<file path="config.mk">
export PLATFORM = sky130hd
export DESIGN_NAME = feistel_block_cipher_pkcs7_unit
export DESIGN_NICKNAME = d
export VERILOG_FILES = /design/src/hw/rtl/fbcp_pkg.sv /design/src/hw/rtl/feistel_block_cipher_pkcs7_unit.sv
export SDC_FILE = /design/constraint.sdc
export NUM_CORES = 1
export LEC_CHECK = 0
export BUFFER_PORTS_ARGS = -buffer_cell sky130_fd_sc_hd__buf_4
export CORE_ASPECT_RATIO = 1.1
export CORE_MARGIN = 5
export CORE_UTILIZATION = 55
export DETAILED_ROUTE_END_ITERATION = 10
export PLACE_DENSITY = 0.74
export REMOVE_ABC_BUFFERS = 1
export SYNTH_ARGS = -nofsm -noshare
export SYNTH_HDL_FRONTEND = slang
export SYNTH_SLANG_ARGS = --single-unit
</file>
<file path="constraint.sdc">
create_clock -name clock -period 7.69 [get_ports clock]
set_clock_uncertainty 0.2 [all_clocks]
set_input_delay 0.769 -clock clock [delete_from_list [all_inputs] [get_ports clock]]
set_output_delay 0.769 -clock clock [all_outputs]
set_load 0.01 [all_outputs]
</file>
<file path="src/hw/rtl/fbcp_pkg.sv">
package fbcp_pkg;

   // Block geometry
   localparam int BLOCK_BYTES = 8;
   localparam int BLOCK_W     = 8 * BLOCK_BYTES;
   localparam int WORD_W      = BLOCK_W / 2;
   localparam int COUNT_W     = 4;
   localparam int ROUNDS      = 8;

   // Register file: one 64-bit register at byte offset 8*index
   localparam int CSR_ADDR_W = 4;
   localparam int CSR_DATA_W = 64;
   localparam logic REG_ROUND_KEYS = 1'b0;

   typedef logic [BLOCK_W-1:0] block_type;
   typedef logic [WORD_W-1:0]  word_type;
   typedef logic [7:0]         byte_type;
   typedef logic [COUNT_W-1:0] count_type;

   // Operation codes
   typedef enum logic {
      OP_ENCRYPT = 1'b0,
      OP_DECRYPT = 1'b1
   } op_type;

   // Status codes
   localparam logic STATUS_OK    = 1'b0;
   localparam logic STATUS_SHORT = 1'b1;

   localparam count_type COUNT_FULL = count_type'(BLOCK_BYTES);
   localparam block_type PAD_BLOCK  = {BLOCK_BYTES{8'h08}};

   // Rotate every byte left by one and mix in the round key byte
   function automatic word_type round_fn(word_type w, byte_type kb);
      word_type res;
      for (int j = 0; j < WORD_W / 8; j++) begin
         res[8*j +: 8] = {w[8*j +: 7], w[8*j+7]} ^ kb;
      end
      return res;
   endfunction

   // Rounds 0 to 7
   function automatic block_type enc_block(block_type b, block_type keys);
      word_type l;
      word_type r;
      word_type nr;
      l = b[WORD_W-1:0];
      r = b[BLOCK_W-1:WORD_W];
      for (int i = 0; i < ROUNDS; i++) begin
         nr = l ^ round_fn(r, keys[8*i +: 8]);
         l  = r;
         r  = nr;
      end
      return {r, l};
   endfunction

   // Rounds 7 down to 0
   function automatic block_type dec_block(block_type b, block_type keys);
      word_type l;
      word_type r;
      word_type nl;
      l = b[WORD_W-1:0];
      r = b[BLOCK_W-1:WORD_W];
      for (int i = ROUNDS - 1; i >= 0; i--) begin
         nl = r ^ round_fn(l, keys[8*i +: 8]);
         r  = l;
         l  = nl;
      end
      return {r, l};
   endfunction

endpackage

</file>
<file path="src/hw/rtl/feistel_block_cipher_pkcs7_unit.sv">
// 64-bit, 8-round Feistel cipher with PKCS#7 padding, one 8-byte block per beat.
// A request beat lands in an input register; the rounds, padding check and
// result formatting run as combinational logic from there into the response
// register, so the unit takes a new beat every cycle while the response side
// does not stall. The one exception is a full final block on encrypt, which
// yields two response beats (data, then a whole padding block) and holds the
// input register until the padding beat has moved on. Empty non-final beats
// and an empty message are absorbed with no response. The round key register
// may only be rewritten while no beat is in flight.
module feistel_block_cipher_pkcs7_unit (
   input  logic                         clock,
   input  logic                         reset,
   // request channel
   input  logic                         req_valid,
   output logic                         req_stall,
   input  logic                         req_op,
   input  logic [fbcp_pkg::BLOCK_W-1:0] req_in_block,
   input  logic [fbcp_pkg::COUNT_W-1:0] req_in_count,
   input  logic                         req_in_last,
   // response channel
   output logic                         rsp_valid,
   input  logic                         rsp_stall,
   output logic [fbcp_pkg::BLOCK_W-1:0] rsp_out_block,
   output logic [fbcp_pkg::COUNT_W-1:0] rsp_out_count,
   output logic                         rsp_out_last,
   output logic                         rsp_status,
   // register port
   input  logic                            psel,
   input  logic                            penable,
   input  logic                            pwrite,
   input  logic [fbcp_pkg::CSR_ADDR_W-1:0] paddr,
   input  logic [fbcp_pkg::CSR_DATA_W-1:0] pwdata,
   output logic [fbcp_pkg::CSR_DATA_W-1:0] prdata,
   output logic                            pready
);
   import fbcp_pkg::*;

   // register file
   block_type keys_ff;
   block_type keys_in;
   logic      csr_write;

   // message tracking
   logic open_ff;
   logic open_in;

   // input stage
   logic      s1_valid_ff, s1_valid_in;
   op_type    s1_op_ff, s1_op_in;
   block_type s1_block_ff, s1_block_in;
   logic      s1_last_ff, s1_last_in;
   logic      s1_error_ff, s1_error_in;
   logic      s1_two_ff, s1_two_in;
   logic      s1_second_ff, s1_second_in;

   // response stage
   logic      rsp_valid_ff, rsp_valid_in;
   block_type rsp_block_ff, rsp_block_in;
   count_type rsp_count_ff, rsp_count_in;
   logic      rsp_last_ff, rsp_last_in;
   logic      rsp_status_ff, rsp_status_in;

   // handshake terms
   logic      req_accept;
   logic      req_drop;
   logic      out_free;
   logic      s1_fire;
   logic      s1_done;

   // request decode
   op_type    req_op_dec;
   count_type sat_count;
   byte_type  pad_byte;
   block_type prep_block;

   // cipher and padding check
   block_type cipher_in;
   block_type enc_out;
   block_type dec_out;
   byte_type  pad_len;
   logic      pad_ok;
   count_type dec_count;

   // Register port: writes decode on the register index bit only
   assign pready    = 1'b1;
   assign csr_write = psel && penable && pwrite && pready;
   assign prdata    = (paddr[3] == REG_ROUND_KEYS) ? keys_ff : '0;

   always_comb begin
      keys_in = keys_ff;
      if (csr_write && paddr[3] == REG_ROUND_KEYS) begin
         keys_in = pwdata;
      end
   end

   // Handshake: the input register frees when its last result moves on
   assign out_free   = !rsp_valid_ff || !rsp_stall;
   assign s1_fire    = s1_valid_ff && out_free;
   assign s1_done    = s1_fire && !(s1_two_ff && !s1_second_ff);
   assign req_stall  = s1_valid_ff && !s1_done;
   assign req_accept = req_valid && !req_stall;

   // Drop empty beats that are not final, and an empty message
   assign req_drop = (req_in_count == '0) && (!req_in_last || !open_ff);

   // Prepare the block on the way in: zero fill or PKCS#7 pad on encrypt
   always_comb begin
      req_op_dec = op_type'(req_op);
      sat_count  = (req_in_count > COUNT_FULL) ? COUNT_FULL : req_in_count;
      pad_byte   = byte_type'(COUNT_FULL - sat_count);
      for (int i = 0; i < BLOCK_BYTES; i++) begin
         if (count_type'(i) < sat_count) begin
            prep_block[8*i +: 8] = req_in_block[8*i +: 8];
         end else begin
            prep_block[8*i +: 8] = req_in_last ? pad_byte : 8'h00;
         end
      end
   end

   // Input stage next state
   always_comb begin
      open_in      = open_ff;
      s1_valid_in  = s1_valid_ff && !s1_done;
      s1_op_in     = s1_op_ff;
      s1_block_in  = s1_block_ff;
      s1_last_in   = s1_last_ff;
      s1_error_in  = s1_error_ff;
      s1_two_in    = s1_two_ff;
      s1_second_in = s1_second_ff;
      // advance to the padding beat of a two-result item
      if (s1_fire && !s1_done) begin
         s1_second_in = 1'b1;
      end
      if (req_accept && !req_drop) begin
         open_in      = !req_in_last;
         s1_valid_in  = 1'b1;
         s1_op_in     = req_op_dec;
         s1_last_in   = req_in_last;
         s1_second_in = 1'b0;
         unique case (req_op_dec)
            OP_ENCRYPT: begin
               s1_block_in = prep_block;
               s1_error_in = 1'b0;
               s1_two_in   = req_in_last && (sat_count == COUNT_FULL);
            end
            OP_DECRYPT: begin
               s1_block_in = req_in_block;
               s1_error_in = (req_in_count != COUNT_FULL);
               s1_two_in   = 1'b0;
            end
            default: begin
               s1_block_in = req_in_block;
               s1_error_in = 1'b0;
               s1_two_in   = 1'b0;
            end
         endcase
      end
   end

   // Run the rounds from the input register
   assign cipher_in = s1_second_ff ? PAD_BLOCK : s1_block_ff;
   assign enc_out   = enc_block(cipher_in, keys_ff);
   assign dec_out   = dec_block(s1_block_ff, keys_ff);

   // Check the padding of a decrypted final block
   always_comb begin
      pad_len = dec_out[BLOCK_W-1 -: 8];
      pad_ok  = (pad_len >= 8'd1) && (pad_len <= 8'(BLOCK_BYTES));
      for (int i = 0; i < BLOCK_BYTES; i++) begin
         if (8'(i) >= 8'(BLOCK_BYTES) - pad_len && dec_out[8*i +: 8] != pad_len) begin
            pad_ok = 1'b0;
         end
      end
      dec_count = (s1_last_ff && pad_ok) ? COUNT_FULL - count_type'(pad_len) : COUNT_FULL;
   end

   // Response stage next state
   always_comb begin
      rsp_valid_in  = rsp_valid_ff && rsp_stall;
      rsp_block_in  = rsp_block_ff;
      rsp_count_in  = rsp_count_ff;
      rsp_last_in   = rsp_last_ff;
      rsp_status_in = rsp_status_ff;
      if (s1_fire) begin
         rsp_valid_in = 1'b1;
         unique case (s1_op_ff)
            OP_ENCRYPT: begin
               rsp_block_in  = enc_out;
               rsp_count_in  = COUNT_FULL;
               rsp_last_in   = s1_last_ff && !(s1_two_ff && !s1_second_ff);
               rsp_status_in = STATUS_OK;
            end
            OP_DECRYPT: begin
               rsp_last_in = s1_last_ff;
               if (s1_error_ff) begin
                  rsp_block_in  = '0;
                  rsp_count_in  = '0;
                  rsp_status_in = STATUS_SHORT;
               end else begin
                  rsp_block_in  = dec_out;
                  rsp_count_in  = dec_count;
                  rsp_status_in = STATUS_OK;
               end
            end
            default: begin
               rsp_block_in  = '0;
               rsp_count_in  = '0;
               rsp_last_in   = 1'b0;
               rsp_status_in = STATUS_OK;
            end
         endcase
      end
   end

   // Control registers
   always_ff @(posedge clock) begin
      if (reset) begin
         keys_ff      <= '0;
         open_ff      <= 1'b0;
         s1_valid_ff  <= 1'b0;
         rsp_valid_ff <= 1'b0;
      end else begin
         keys_ff      <= keys_in;
         open_ff      <= open_in;
         s1_valid_ff  <= s1_valid_in;
         rsp_valid_ff <= rsp_valid_in;
      end
   end

   // Payload registers
   always_ff @(posedge clock) begin
      s1_op_ff      <= s1_op_in;
      s1_block_ff   <= s1_block_in;
      s1_last_ff    <= s1_last_in;
      s1_error_ff   <= s1_error_in;
      s1_two_ff     <= s1_two_in;
      s1_second_ff  <= s1_second_in;
      rsp_block_ff  <= rsp_block_in;
      rsp_count_ff  <= rsp_count_in;
      rsp_last_ff   <= rsp_last_in;
      rsp_status_ff <= rsp_status_in;
   end

   assign rsp_valid     = rsp_valid_ff;
   assign rsp_out_block = rsp_block_ff;
   assign rsp_out_count = rsp_count_ff;
   assign rsp_out_last  = rsp_last_ff;
   assign rsp_status    = rsp_status_ff;

endmodule
</file>
## After elaboration in Yosys (flattened, before gate mapping)

Cells that the tools add are included.

| storage, ports and cells | value |
|---|---|
| output and inout port bits | 137 |
| input port bits | 145 |
| logic and storage cells | 194 |
| register bits | 206 |

| cells by class | value |
|---|---|
| order comparisons | 18 |
| reduce and logical (&&, ||, !) cells | 35 |
| mux-type cells | 32 |
| bitwise operators | 83 |
| add/subtract/negate cells | 3 |
| equal/unequal tests | 9 |

Operators with widths:

| cell | number |
|---|---|
| $xor 32x32->32 | 16 |
| $xor 8x8->8 | 64 |
| $pmux 64 s2 | 2 |
| $mux 64 | 3 |
| $mux 8 | 9 |
| $ne 8x8->1 | 7 |
| $ge 3x8->1 const A | 3 |
| $logic_and 1x1->1 | 23 |
| $ge 1x8->1 const A | 2 |
| $ge 2x8->1 const A | 2 |
| $lt 3x4->1 const A | 4 |
| $mux 4 | 3 |
| $mux 1 | 10 |
| $logic_not 1->1 | 9 |
| $ge 8x1->1 const B | 1 |
| $le 8x4->1 const B | 1 |
| $lt 1x4->1 const A | 2 |
| $lt 2x4->1 const A | 2 |
| $pmux 1 s2 | 4 |
| $pmux 4 s2 | 1 |
| $sub 4x8->8 const A | 1 |
| $sub 4x4->5 const A | 1 |
| $eq 4x4->1 const B | 1 |
| $gt 4x4->1 const B | 1 |
| other kinds (5) | 8 |

## Depth between registers and ports, before layout

| depth | value |
|---|---|
| depth in word-level cells | 29 |
| mapped depth | 14 |
| mapped depth without buffers | 12 |

## Least setup slack after synthesis

Ideal clock, no wire load.

| path | value |
|---|---|
| kind | register -> register |
| start | reg s1_second_ff |
| end | reg open_ff |
| stages on the path, launching flop included | 11 |
| path slack | 1732 ps |
| library setup time | 307 ps |
| arrival | 5451 ps |
| clock period less this slack | 5958 ps |
| path buffers | 4 |
| required time | 7183 ps |
| path through | dfxtp_1 > clkbuf_1 > buf_1 > clkbuf_1 > buf_1 > nand2b_1 > nand2_1 > nand2_1 > nand2_1 > a21oi_1 > a211oi_1 |

| on the way | value |
|---|---|
| longest elaborated chain between the ends | 9 |

RTL lines:

| what | line | source |
|---|---|---|
| start, declared | feistel_block_cipher_pkcs7_unit.sv:54 | `logic s1_second_ff, s1_second_in;` |
| start signal, assigned | feistel_block_cipher_pkcs7_unit.sv:237 | `s1_second_ff <= s1_second_in;` |
| $logic_not 1->1 | feistel_block_cipher_pkcs7_unit.sv:99 | `assign s1_done = s1_fire && !(s1_two_ff && !s1_second_ff);` |
| $logic_and 1x1->1 | feistel_block_cipher_pkcs7_unit.sv:99 |  |
| $logic_not 1->1 | feistel_block_cipher_pkcs7_unit.sv:99 |  |
| $logic_and 1x1->1 | feistel_block_cipher_pkcs7_unit.sv:99 |  |
| $logic_not 1->1 | feistel_block_cipher_pkcs7_unit.sv:100 | `assign req_stall = s1_valid_ff && !s1_done;` |
| $logic_and 1x1->1 | feistel_block_cipher_pkcs7_unit.sv:100 |  |
| $logic_not 1->1 | feistel_block_cipher_pkcs7_unit.sv:101 | `assign req_accept = req_valid && !req_stall;` |
| $logic_and 1x1->1 | feistel_block_cipher_pkcs7_unit.sv:101 |  |
| $logic_and 1x1->1 | feistel_block_cipher_pkcs7_unit.sv:134 | `if (req_accept && !req_drop) begin` |
| end signal, assigned | feistel_block_cipher_pkcs7_unit.sv:224 | `open_ff <= open_in;` |
| end, declared | feistel_block_cipher_pkcs7_unit.sv:44 | `logic open_ff;` |

Every way passes these cells.
A chain may end at the register's enable or synchronous reset.

## Final worst setup path

| path | value |
|---|---|
| start | reg keys_ff[60] |
| end | reg rsp_count_ff[0], in the netlist rsp_out_count[0], data pin |

| on the way | value |
|---|---|
| longest elaborated chain between the ends | 29 |
| elaborated cells on any way between the ends | 77 |
| those cells by class | 2 x add/sub; 9 x order compare; 7 x eq/ne; 10 x mux; 40 x bitwise; 9 x reduce/logical |

RTL lines:

| what | line | source |
|---|---|---|
| start, declared | feistel_block_cipher_pkcs7_unit.sv:39 | `block_type keys_ff;` |
| start signal, assigned | feistel_block_cipher_pkcs7_unit.sv:223 | `keys_ff <= keys_in;` |
| $xor 8x8->8 | fbcp_pkg.sv:37 | `res[8*j +: 8] = {w[8*j +: 7], w[8*j+7]} ^ kb;` |
| $xor 32x32->32 * | fbcp_pkg.sv:65 | `nl = r ^ round_fn(l, keys[8*i +: 8]);` |
| parallel branches: the longest is 24 deep, another holds $xor 32x32->32 | n/a |  |
| $mux 4 * | feistel_block_cipher_pkcs7_unit.sv:174 | `dec_count = (s1_last_ff && pad_ok) ? COUNT_FULL - count_type'(pad_len) : COUNT_FULL;` |
| $mux 4 * | feistel_block_cipher_pkcs7_unit.sv:195 | `if (s1_error_ff) begin` |
| $pmux 4 s2 * | feistel_block_cipher_pkcs7_unit.sv:186 | `unique case (s1_op_ff)` |
| end signal, assigned | feistel_block_cipher_pkcs7_unit.sv:239 | `rsp_count_ff <= rsp_count_in;` |
| end, declared | feistel_block_cipher_pkcs7_unit.sv:59 | `count_type rsp_count_ff, rsp_count_in;` |

Every way passes the cells marked *.

==> impl_metrics.env <==
export IMPL_vdd_ir_drop_max_mv=0.185
export IMPL_critPathRequiredTime_ns=7.84
export IMPL_cts_tree="yes"
export IMPL_rows=71
export IMPL_critical_path_max_stage_delay_ns=0.80
export IMPL_cts_hold_fix_buffers=0
export IMPL_cp_cell_sequence="xnor2_1 -> xnor2_1 -> xnor2_4 -> xnor3_1 -> xnor3_1 -> nor3_1 -> a31oi_1 -> a2111oi_2 -> a31oi_1 -> a211oi_1"
export IMPL_fp_dieW_um=187
export IMPL_vias=13300
export IMPL_synthMuxAreaShare_pct=0.158
export IMPL_globalRouteMet2Util_pct=43.0
export IMPL_final_util_pct=64.3
export IMPL_drive_gt1_share_pct=18.4
export IMPL_ys_types=53
export IMPL_firstDrtPassIters=5
export IMPL_async_reset_ff_share_pct=0
export IMPL_hold_path_depth=1
export IMPL_yosys_warnings=0
export IMPL_cts_sinks=206
export IMPL_hp_start="req_op"
export IMPL_crit_arrival_ns=5.14
export IMPL_cts_buffers=22
export IMPL_clock_fmax_mhz=200
export IMPL_clk_latency_ns=0.53
export IMPL_grtUsageTotal_pct=28.8
export IMPL_swShare_pct=41.3
export IMPL_r2r_cells=10
export IMPL_placed_area_mm2=0.0212
export IMPL_cts_root_buf="clkbuf_16"
export IMPL_ios=282
export IMPL_viasPerCell=5.44
export IMPL_cp_startpoint="keys_ff[60]"
export IMPL_path_clk_slew_ns=0.06
export IMPL_ant_nets=0
export IMPL_fin_crit_ns=4.99
export IMPL_cts_resized=0
export IMPL_fillers=2800
export IMPL_p_clk_share_pct=14.7
export IMPL_synthAdderAreaFrac_pct=0.264
export IMPL_design_area_mm2=0.0219
export IMPL_placedCellCount=2411
export IMPL_yosysSeqAreaShare_pct=29.0
export IMPL_synth_top_family_by_area="XOR/XNOR gates"
export IMPL_n_antenna_cell=0
export IMPL_gr_usage_met3_pct=4.00
export IMPL_critPathMaxFanout=10
export IMPL_drcViolationCount=0
export IMPL_tightest_slew_ns=1.32
export IMPL_top_usage_layer="met1"
export IMPL_hold_violations=0
export IMPL_cts_setup_buffers=0
export IMPL_intPower_w=0.00447
export IMPL_min_period_over_period_pct=64.9
export IMPL_clock_path_buffers=3
export IMPL_synth_simple_area_share_pct=10.2
export IMPL_critical_path_buf_inv_count=0
export IMPL_post_dp_hpwl_um=45300
export IMPL_grt_pass1_wl_um=83400
export IMPL_crit_slowest_cell="dfxtp_1"
export IMPL_maxSlewHeadroom_pct=11.2
export IMPL_powerDensity_mw_per_mm2=346
export IMPL_ys_ff_latch=206
export IMPL_cts_htree_levels=1
export IMPL_p_leak_nw=8.97
export IMPL_core_area_mm2=0.0341
export IMPL_synth_edf_count=138
export IMPL_synth_xor_area_share_pct=51.5
export IMPL_start_util_pct=55.6
export IMPL_p_seq_share_pct=20.0
export IMPL_die_y_um=205
export IMPL_synth_compound_area_share_pct=5.76
export IMPL_ys_flop_type="edfxtp_1"
export IMPL_wire_per_inst_um=23.1
export IMPL_setup_violations=0
export IMPL_grt_max_degree=73
export IMPL_port_buffers=277
export IMPL_r2r_setup_slack_ns=2.70
export IMPL_yosysTopAreaCellShare_pct=23.9
export IMPL_worstSetupPathType="flop to flop"
export IMPL_grt_setup_unrepaired="no"
export IMPL_avgSynthCellArea_um2=10.5
export IMPL_hp_class="primary input to flop"
export IMPL_synthTopCellsByArea="xnor2_1 (24%), edfxtp_1 (22%), xnor3_1 (13%), xor2_1 (8.0%), dfxtp_1 (7.2%)"
export IMPL_grt_pass1_vias=13100
export IMPL_cp_depth=10
export IMPL_drt_iter0_drc=1169
export IMPL_area_growth_pct=15.8
export IMPL_outcome="finished clean"
export IMPL_antenna_found_initial=0
export IMPL_combPwrFrac_pct=65.3
export IMPL_startpoint_type="flop"
export IMPL_rr_startpoint="keys_ff[60]"
export IMPL_instances_no_fill=2451
export IMPL_drv_cap=0
export IMPL_grt_use_met1_pct=45.2
export IMPL_hold_ws_ns=0.259
export IMPL_overflow=0
export IMPL_crit_family="XOR/XNOR gates"
export IMPL_switching_power_w=0.00314
export IMPL_synthCells=1799
export IMPL_cp_end_kind="flop"
export IMPL_fp_dieArea_mm2=0.0383
export IMPL_wirelength_um=56600
export IMPL_critPathCapture="rsp_out_count[0]"
export IMPL_syn_area_mm2=0.0190
export IMPL_tns_ns=0
export IMPL_worstReg2RegEnd="rsp_out_count[0]"
export IMPL_nets=2146
export IMPL_gp_congestion=1.01
export IMPL_slew_violations=0
export IMPL_synth_area_leader_cell="xnor2_1"
## worst reg2reg max path, delay by kind of cell, from the launching register on
kind / cells / cell delay, ns
AND/OR/NAND/NOR: 1 / 0.46
XOR/XNOR: 5 / 2.43
flip-flops: 1 / 0.80
AO/OA/AOI/OAI: 4 / 0.95
## worst min path at each step
stage | slack [ns] | endpoint
finish | 0.26 | s1_op_ff
global placement | 0.27 | rsp_valid
CTS | 0.23 | s1_op_ff
detailed placement | 0.28 | rsp_valid
global route | 0.24 | s1_op_ff
floorplan | 0.25 | rsp_valid
## metal layers
layer / up-vias / wire, um / share of wire (%)
met2: 574 / 24100 / 43
met1: 6418 / 26800 / 47
li1: 6306 / - / -
met5: - / 0 / 0
met4: 0 / 834 / 1.5
met3: 43 / 4850 / 8.6
## final cells by class
| class | instances | area [um^2] | share of cell area, % |
|---|---|---|---|
| clock inverters | 13 | 170 | 0.775 |
| inverters | 10 | 37.5 | 0.171 |
| well taps | 438 | 548 | 2.50 |
| clock buffers | 27 | 591 | 2.69 |
| flip-flops and latches | 206 | 5510 | 25.1 |
| repair buffers | 293 | 2200 | 10.0 |
| multi-input cells | 1464 | 12900 | 58.8 |
## synth_stat cells (11+ instances only)
| cell | number |
|---|---|
| dfxtp_1 | 68 |
| xnor2_1 | 517 |
| o22ai_1 | 45 |
| xnor3_1 | 106 |
| a21oi_1 | 75 |
| clkbuf_1 | 79 |
| and2_1 | 40 |
| xor2_1 | 173 |
| nor2b_1 | 64 |
| nand2_1 | 191 |
| o21ai_0 | 41 |
| nand2b_1 | 12 |
| buf_4 | 11 |
| nor2_1 | 66 |
| buf_2 | 22 |
| edfxtp_1 | 138 |
| xor3_1 | 32 |
## metrics by stage
stage	power, W	setup WS [ns]
after global placement	0.00639	2.88
final	0.00760	2.70
after global routing	0.00796	2.53
after CTS	0.00756	2.81
after detailed placement	0.00643	2.84
after floorplan	0.00520	1.81
## state kept, by name, indices dropped and copies added (netlist names), 4 cells and up
signal,cells
keys_ff,64
rsp_out_block,64
s1_block_ff,64
rsp_out_count,4
## cells in the final DEF, fill, tap and decap left out, types with 5 or more instances in the layout
| master | netlist | routed |
|---|---|---|
| or2_2 | 7 | 7 |
| inv_1 | 9 | 9 |
| nand2b_1 | 12 | 12 |
| dfxtp_1 | 68 | 67 |
| o21ai_0 | 41 | 41 |
| a21o_1 | 7 | 7 |
| xor2_1 | 173 | 173 |
| nand3_1 | 6 | 6 |
| clkbuf_16 | 0 | 23 |
| edfxtp_1 | 138 | 138 |
| a21oi_1 | 75 | 74 |
| nor3_1 | 7 | 7 |
| xnor2_1 | 517 | 517 |
| nand2_1 | 191 | 191 |
| clkinv_2 | 0 | 6 |
| buf_4 | 11 | 293 |
| nor2b_1 | 64 | 64 |
| xnor3_1 | 106 | 106 |
| xnor2_2 | 9 | 9 |
| nand4_1 | 5 | 5 |
| o22ai_1 | 45 | 45 |
| and2_1 | 40 | 39 |
| nor2_1 | 66 | 66 |
| xor3_1 | 32 | 32 |
| a211oi_1 | 5 | 5 |
| xnor3_2 | 5 | 5 |
## cells by family (layout without fill, tap and decap cells)
family / count (synthesis) / in the layout
xor gates and xnor gates: 855 / 855
and+or+nand+nor: 412 / 412
DFF: 206 / 206
AOI/OAI and AO/OA: 189 / 189
buffers and inverters: 129 / 343
adders and majority gates: 4 / 4
muxes: 3 / 3
other: 1 / 1
## power by group through the flow
stage          registers (W)  clock network, W  logic, W
6_report             0.00152           0.00112   0.00496
5_1_grt              0.00153           0.00119   0.00524
3_5_place_dp         0.00154                 0   0.00489
4_1_cts              0.00152           0.00114   0.00490
3_3_place_gp         0.00154                 0   0.00485
2_1_floorplan        0.00157                 0   0.00363
Power figures use the tool's default switching activity.
